`src/hdl/pbca_ram.sv`:
```
// Generic single-write, single-read synchronous RAM with a registered read port.
module pbca_ram #(
  parameter int WIDTH = 8,
  parameter int DEPTH = 16
) (
  input  logic                     clk,
  input  logic                     we,
  input  logic [$clog2(DEPTH)-1:0] waddr,
  input  logic [WIDTH-1:0]         wdata,
  input  logic [$clog2(DEPTH)-1:0] raddr,
  output logic [WIDTH-1:0]         rdata
);

  logic [WIDTH-1:0] mem [DEPTH];

  always_ff @(posedge clk) begin
    if (we) begin
      mem[waddr] <= wdata;
    end
    rdata <= mem[raddr];
  end

endmodule

```
`config.mk`:
```
export PLATFORM = sky130hd
export DESIGN_NAME = pbca_ram
export DESIGN_NICKNAME = d
export VERILOG_FILES = /design/src/hdl/pbca_ram.sv
export SDC_FILE = /design/constraint.sdc
export NUM_CORES = 1
export LEC_CHECK = 0
export BUFFER_PORTS_ARGS = -buffer_cell sky130_fd_sc_hd__clkbuf_2
export CORE_ASPECT_RATIO = 0.7
export CORE_MARGIN = 1.5
export CORE_UTILIZATION = 30
export CTS_CLUSTER_DIAMETER = 200
export CTS_CLUSTER_SIZE = 8
export DETAILED_ROUTE_END_ITERATION = 8
export PLACE_DENSITY = 0.46
export SLEW_MARGIN = 25
export SYNTH_ARGS = -nofsm -noshare
export SYNTH_HDL_FRONTEND = slang
export SYNTH_SLANG_ARGS = --single-unit
```
`constraint.sdc`:
```
create_clock -name clk -period 2.05 [get_ports clk]
set_input_delay 0.615 -clock clk [delete_from_list [all_inputs] [get_ports clk]]
set_output_delay 0.615 -clock clk [all_outputs]
set_load 0.05 [all_outputs]
```
==> results of run 1 <==
## cell families after synthesis
| family | share of synthesized area, % |
|---|---|
| buf+inv | 1.68 |
| flops | 77.8 |
| simple gates | 3.18 |
| compound gates | 2.33 |
| mux | 15.0 |
## synthesized netlist by cell type
library cell and instances:
sky130_fd_sc_hd__nand3_1 1, sky130_fd_sc_hd__nand2b_1 2, sky130_fd_sc_hd__buf_2 3, sky130_fd_sc_hd__nor3_1 4
sky130_fd_sc_hd__a22oi_1 16, sky130_fd_sc_hd__and2_1 1, sky130_fd_sc_hd__nor2b_1 1, sky130_fd_sc_hd__clkdlybuf4s25_2 3
sky130_fd_sc_hd__nor2_1 13, sky130_fd_sc_hd__edfxtp_1 128, sky130_fd_sc_hd__dfxtp_1 8, sky130_fd_sc_hd__or3b_2 1
sky130_fd_sc_hd__and2b_1 1, sky130_fd_sc_hd__buf_4 1, sky130_fd_sc_hd__nand3b_1 2, sky130_fd_sc_hd__mux4_1 14
sky130_fd_sc_hd__buf_6 3, sky130_fd_sc_hd__nand2_1 9, sky130_fd_sc_hd__mux4_2 18
## routing by layer
layer | up-vias | track usage (%) | routed length (um)
met2 | 50 | 17.3 | 4470
met5 | - | 0 | 0
met1 | 1274 | 19.1 | 5500
met4 | 0 | 3.77 | 87
met3 | 10 | 4.14 | 521
li1 | 1091 | - | -
## power by group through the flow
stage          combinational (uW)  clock (uW)  sequential (uW)
5_1_grt                       386        3340             3130
6_report                      356        3170             3130
4_1_cts                       366        3240             3130
2_1_floorplan                 158           0             3250
3_3_place_gp                  363           0             3190
3_5_place_dp                  365           0             3190
## worst reg2reg max path, stage by stage (launching register included)
cell and delay, ns:
sky130_fd_sc_hd__edfxtp_1 0.35, sky130_fd_sc_hd__mux4_1 0.50, sky130_fd_sc_hd__a22oi_1 0.31, sky130_fd_sc_hd__nand2_1 0.09
## worst max-delay path by stage
stage	start	slack, ns	endpoint	depth (start not counted)
after floorplan	waddr[2]	0.17	mem[3][0]$_DFFE_PP_	2
after global placement	raddr[0]	-0.04	rdata[5]$_DFF_P_	5
after detailed placement	raddr[0]	-0.05	rdata[5]$_DFF_P_	5
after CTS	rdata[6]$_DFF_P_	0.34	rdata[6]	1
after global routing	raddr[0]	0.30	rdata[5]$_DFF_P_	5
final	rdata[6]$_DFF_P_	0.36	rdata[6]	1
## registers in the layout (all words and copies together), names as in the netlist
register  cells
mem         128
rdata         8
## final cells by class
cell class / count / area [sq um]
repair buffers: 48 / 335
flip-flops and latches: 136 / 4000
clock inverters: 15 / 201
multi-input cells: 83 / 1060
well taps: 225 / 282
clock buffers: 17 / 425
fillers: 1517 / 10200
## stage by stage
stage / area, sq um / cells / total power [uW] / hold slack [ns]
2_1_floorplan: 5150 / 229 / 3400 / 0.629
3_3_place_gp: 5680 / 492 / 3550 / 0.657
3_5_place_dp: 5680 / 492 / 3550 / 0.678
4_1_cts: 6310 / 524 / 6730 / 0.629
5_1_grt: 6310 / 524 / 6870 / 0.650
6_report: 6310 / 524 / 6660 / 0.636
==> results.txt, run 1 <==
----------------------------------------------------
[Run status]
  Status ... finished, final reports clean

[Job]
  Number of violations of the max-capacitance limit ... 0

[Cells and area]
  Antenna diodes ... 0
  Synthesis-to-finish area growth ... 22.6%
  Total number of nets in the final design ... roughly 300
  Final Util ... 38.1%
  Fraction of layout instances using a drive strength above 1 ... 33.4%
  Most frequent cells in the layout ... sky130_fd_sc_hd__edfxtp_1 (128), sky130_fd_sc_hd__clkbuf_2 (25), sky130_fd_sc_hd__buf_4 (20)
  Most common cell after layout, fill and taps aside ... sky130_fd_sc_hd__edfxtp_1

[Worst setup path]
  Data required time at the worst endpoint ... roughly 1.4 ns
  Reg-to-reg critical path startpoint ... mem[10][1]$_DFFE_PP_
  Ordered cell list for the critical path ... clkbuf_2
  Largest stage delay, worst path ... 0.37 ns
  Crit Path Category ... flip-flop to output port
  Critical path fanouts, max ... 1
  Top cell family by delay on the critical path ... flip-flops
  Worst r2r dst ... rdata[1]$_DFF_P_
  CP Launch Type ... flip-flop
  Worst Reg2Reg Path Length in Cells ... 3
  Slowest library cell on the worst path ... sky130_fd_sc_hd__dfxtp_1
  Data arrival time of the critical path ... 1.07 ns
  Setup slack, reg-to-reg ... about 0.69 ns
  Endpoint type of the worst setup path ... output port
  Number of buffer and inverter stages on the critical path ... 1

[Timing]
  Headroom to the max-slew limit ... a little under half
  Setup Total Neg Slack ... 0 ns
  Count of final setup violators ... 0
  Worst Setup Slack, final ... 0.364 ns
  Final min period ... 1.69 ns
  Number of max-slew violations in the final report ... 0
  Maximum clock frequency ... 593 MHz
  Count of final hold-check violations ... 0
  Unrepaired setup endpoints after global routing ... false
  Worst Max-Slew Pin Slew ... 0.801 ns
  Final clock period utilization by the worst path ... about 82%
  Setup skew after layout ... 0.0101 ns

[Drt]
  Drt pass-1 iters ... 4
  Number of design rule violations left after detail routing ... 0
  Number of routed nets with antenna violations ... 0
  Total via count in the routed design ... roughly 2400
  Via count normalized by instance count ... 4.63
  Routed wirelength normalized by instance count ... ~20 um
  Drt first-iter violations ... 184
  Total Wirelength ... 10.6 mm

[Synthesis]
  Mean Syn Cell Area ... 22.5 sq um
  Top cell type's share of synthesized area ... 74.7%
  Synthesis Warnings ... 0
  Instance count of the mapped netlist ... about 230
  Flip-flop and latch count after synthesis ... between 100 and 150
  Number of nets in the synthesized netlist ... 247
  Cell taking the most area after synthesis ... sky130_fd_sc_hd__edfxtp_1
  Area contributors post-synth ... sky130_fd_sc_hd__edfxtp_1 (75%), sky130_fd_sc_hd__mux4_2 (7.9%), sky130_fd_sc_hd__mux4_1 (7.1%)
  Sequential cell area fraction in the yosys report ... 77.8%
  Cell Area, Synth ... 5150 sq um
  Number of distinct library cells after synthesis ... 19

[Global route]
  Vias in the first global route ... 2524
  Pin count of the biggest net entering global routing ... 22
  Initial antenna violation count ... 1
  Overall Global Routing Usage ... 12.7%
  Global-route congestion overflow total ... 0
  First-pass GRT wire length ... roughly 16 mm

[CTS]
  Number of buffers on the longest clock path ... 2
  Number of hold buffers added after CTS ... 0
  Root Buffer ... sky130_fd_sc_hd__clkbuf_16
  TritonCTS clock tree ... done
  Number of H-tree levels ... 4
  Clock latency on the worst-skew pair ... 0.41 ns
  Post-CTS setup buffers ... 0
  Count of clock tree sinks ... 136
  # resized after CTS ... 0
  TritonCTS buffer count ... 17
  Clock transition at the registers of the reported paths ... about 0.060 ns

[Worst hold path]
  Min-delay src ... wdata[5]
  Worst hold path depth ... 1
  Hold Path End ... mem[14][5]$_DFFE_PP_
  Class of the worst hold path ... primary input to flip-flop

[Floorplan]
  Horizontal die dimension ... about 160 um
  Die Footprint ... roughly 18000 sq um
  I/O pin count ... 26
  FP Rows ... 39
  Starting utilization of the core area ... 31.1%
  Placeable core region ... roughly 17000 sq um
  Chip Height ... 113 um

[Placement]
  RD Place Congestion ... 0.679
  Post-DP HPWL ... 7.04 mm
  Placement Setup Slack ... -0.0497 ns
  Port buffer count ... 25

[Pwr]
  Part of the power in registers ... between 40% and 50%
  Power per unit of standard cell area ... 1060 nW/um^2
  Switching Share ... 20.7%
  Leakage Power ... 0.00213 uW
  P_int ... 5280 uW
  Share of total power in the clock network ... a little under half
  Net switching power ... 1380 uW
  Combinational Power Share ... 5.4%
  Worst supply voltage drop on vdd ... between 600 and 700 uV

----------------------------------------------------
No activity file was read; power rests on OpenSTA's default activity.
==> inputs of run 2 (changes only) <==
- PLACE_DENSITY: 0.46 -> 0.45
- clock period: 2.05 -> 1.65 ns (I/O delays scaled with it)
==> run 2 against run 1 <==
Critical path depth did not move. Largest cell class unchanged. Count of clock-buffer cells in the layout increased by 1. Critical endpoint unchanged. Worst setup slack got worse by 0.32 ns. Combinational power up 31%. Die area did not move. Sequential power rose by 24%. Non-clock buffer count rose by 8. Largest power group is now sequential cells. Worst hold slack got worse by 0.13 ns. First-iteration DRC count shrank 18%. Clock power increased by 19%.
==> results.txt, run 2 (synthesis results as in run 1) <==
----------------------------------------------------
[Run status]
  Status ... finished, final reports clean

[Cells and area]
  Final Util ... 38.5% (+0.33 points)
  Register ranked first by flip-flop count ... mem
  Most common cell after layout, fill and taps aside ... sky130_fd_sc_hd__edfxtp_1
  Synthesis-to-finish area growth ... 23.7%
  Largest registers ... mem x128, rdata x8
  Total number of nets in the final design ... 312 (+2.6%)
  Antenna diodes ... 0 (unchanged)
  Fraction of layout instances using a drive strength above 1 ... 35.2% (+1.7 points)
  Filler Cells Inserted ... 1494 (-1.5%)
  Total area of multi-input combinational cells ... 1070 sq um (+0.94%)
  Total area of sequential cells ... 4000 sq um (unchanged)
  Most frequent cells in the layout ... sky130_fd_sc_hd__edfxtp_1 (128), sky130_fd_sc_hd__buf_4 (26), sky130_fd_sc_hd__clkbuf_2 (25)
  Final standard cell count with taps included and fillers excluded ... 532 (+1.5%)
  Flip-flop count of the largest register after layout ... 128 (unchanged)

[CTS]
  Number of H-tree levels ... 4 (unchanged)
  TritonCTS clock tree ... done
  Number of buffers on the longest clock path ... 2 (unchanged)
  Clock transition at the registers of the reported paths ... 0.06 ns (about the same)
  Clock latency on the worst-skew pair ... 0.41 ns (about the same)
  Root Buffer ... sky130_fd_sc_hd__clkbuf_16
  Count of clock tree sinks ... 136 (unchanged)
  # resized after CTS ... 0 (unchanged)
  Number of hold buffers added after CTS ... 0 (unchanged)
  Post-CTS setup buffers ... 0 (unchanged)
  TritonCTS buffer count ... 17 (unchanged)

[Global route]
  Vias in the first global route ... 2574 (+2.0%)
  First-pass GRT wire length ... 16.8 mm (+4.0%)
  Global-route congestion overflow total ... 0 (unchanged)
  Initial antenna violation count ... 0 (-1)
  Pin count of the biggest net entering global routing ... 17 (-23%)
  Overall Global Routing Usage ... 13.4% (+0.76 points)

[Worst setup path]
  Endpoint type of the worst setup path ... output port
  Ordered cell list for the critical path ... clkbuf_2
  Slowest library cell on the worst path ... sky130_fd_sc_hd__dfxtp_1
  Crit Path Category ... flip-flop to output port
  Largest stage delay, worst path ... 0.39 ns (+0.02 ns)
  Data arrival time of the critical path ... 1.11 ns (+0.04 ns)
  Number of buffer and inverter stages on the critical path ... 1 (unchanged)
  Critical path fanouts, max ... 1 (unchanged)
  Top cell family by delay on the critical path ... flip-flops
  Data required time at the worst endpoint ... 1.15 ns (-0.28 ns)
  CP Launch Type ... flip-flop

[Placement]
  Port buffer count ... 25 (unchanged)
  Post-DP HPWL ... 7.28 mm (+3.5%)
  RD Place Congestion ... 0.716 (+5.6%)
  Placement Setup Slack ... -0.302 ns (-0.253 ns)
  Cell count after placement ... 500 (+1.6%)

[Timing]
  Unrepaired setup endpoints after global routing ... false
  Headroom to the max-slew limit ... 41.8% (-4.6 points)
  Final clock period utilization by the worst path ... 97.1%
  Worst Max-Slew Pin Slew ... 0.871 ns (+0.0706 ns)
  Worst Setup Slack, final ... 0.0482 ns (-0.316 ns)
  Setup skew after layout ... 0.00767 ns (-0.00239 ns)
  Number of max-slew violations in the final report ... 0 (unchanged)
  Count of final setup violators ... 0 (unchanged)
  Count of final hold-check violations ... 0 (unchanged)
  Maximum clock frequency ... 624 MHz
  Final min period ... 1.60 ns

[Drt]
  Via count normalized by instance count ... 4.63 (about the same)
  Total Wirelength ... 11.1 mm (+5.2%)
  Drt pass-1 iters ... 4 (unchanged)
  Number of routed nets with antenna violations ... 0 (unchanged)
  Total via count in the routed design ... 2462 (+1.5%)
  Number of design rule violations left after detail routing ... 0 (unchanged)
  Drt first-iter violations ... 150 (-18%)
  Routed wirelength normalized by instance count ... 20.9 um (+3.6%)

[Pwr]
  Worst supply voltage drop on vdd ... 577 uV (-4.4%)
  Total power after layout ... 8120 uW (+22%)
  Leakage Power ... 0.00216 uW (+1.4%)
  Power per unit of standard cell area ... 1280 nW/um^2 (+21%)

[Floorplan]
  Die Footprint ... 18000 sq um (unchanged)
  Horizontal die dimension ... 160 um (unchanged)
  Chip Height ... 113 um (unchanged)
  I/O pin count ... 26 (unchanged)
  Starting utilization of the core area ... 31.1% (unchanged)
  FP Rows ... 39 (unchanged)
  Placeable core region ... 16500 sq um (unchanged)

[Job]
  Number of violations of the max-capacitance limit ... 0 (unchanged)

[Worst hold path]
  Class of the worst hold path ... primary input to flip-flop

----------------------------------------------------
-- run 2: changes by cell type in the layout (fill, tap and decap cells not counted) --
cell and delta:
sky130_fd_sc_hd__clkinvlp_4 +1, sky130_fd_sc_hd__buf_4 +6, sky130_fd_sc_hd__nor3_2 +2, sky130_fd_sc_hd__bufinv_16 -1, sky130_fd_sc_hd__clkbuf_1 +1, sky130_fd_sc_hd__clkinv_2 +2
sky130_fd_sc_hd__clkinv_1 +1, sky130_fd_sc_hd__inv_6 -2, sky130_fd_sc_hd__nor3_1 -2, sky130_fd_sc_hd__clkinv_4 -2, sky130_fd_sc_hd__buf_12 +2
-- run 2: routing by layer --
metal	part of all wire, %	vias to the layer above	GRT usage [%]
met5	0	-	0
met4	0.77	0	4.91
met3	5.7	7	3.62
met2	42	58	18.3
met1	51	1295	20.3
li1	-	1102	-
-- run 2: worst reg2reg max path, delay by kind of cell (launching register included) --
family	cells	cell delay [ns]
simple gates	1	0.08
compound gates	1	0.31
mux	1	0.47
flops	1	0.38
-- run 2: area by class of cell --
type,count,area share [%]
flip-flops and latches,136,62.9
well taps,225,4.42
multi-input cells,83,16.8
repair buffers,56,6.61
clock inverters,14,2.48
clock buffers,18,6.74
-- run 2: through the flow --
step / hold slack, ns / setup TNS (ns) / area (sq um)
detailed placement: 0.660 / -5.54 / 5780
global route: 0.538 / 0 / 6360
global placement: 0.665 / -5.32 / 5780
floorplan: 0.594 / -3.42 / 5160
finish: 0.508 / 0 / 6360
CTS: 0.522 / 0 / 6360
-- run 2: report_power, final --
part / switching [uW] / internal [uW] / leakage, uW
clock: 1410 / 2360 / 0.000279
combinational: 290 / 178 / 0.000659
sequential: 27.9 / 3860 / 0.00122
-- run 2: final timing paths --
check,end,startpoint,slack (ns),cells after the start
worst min-delay path,mem[15][4]$_DFFE_PP_,wdata[4],0.51,1
worst min register to register,rdata[1]$_DFF_P_,mem[5][1]$_DFFE_PP_,0.67,3
worst max register to register,rdata[6]$_DFF_P_,mem[10][6]$_DFFE_PP_,0.28,3
worst max-delay path,rdata[6],rdata[6]$_DFF_P_,0.05,1
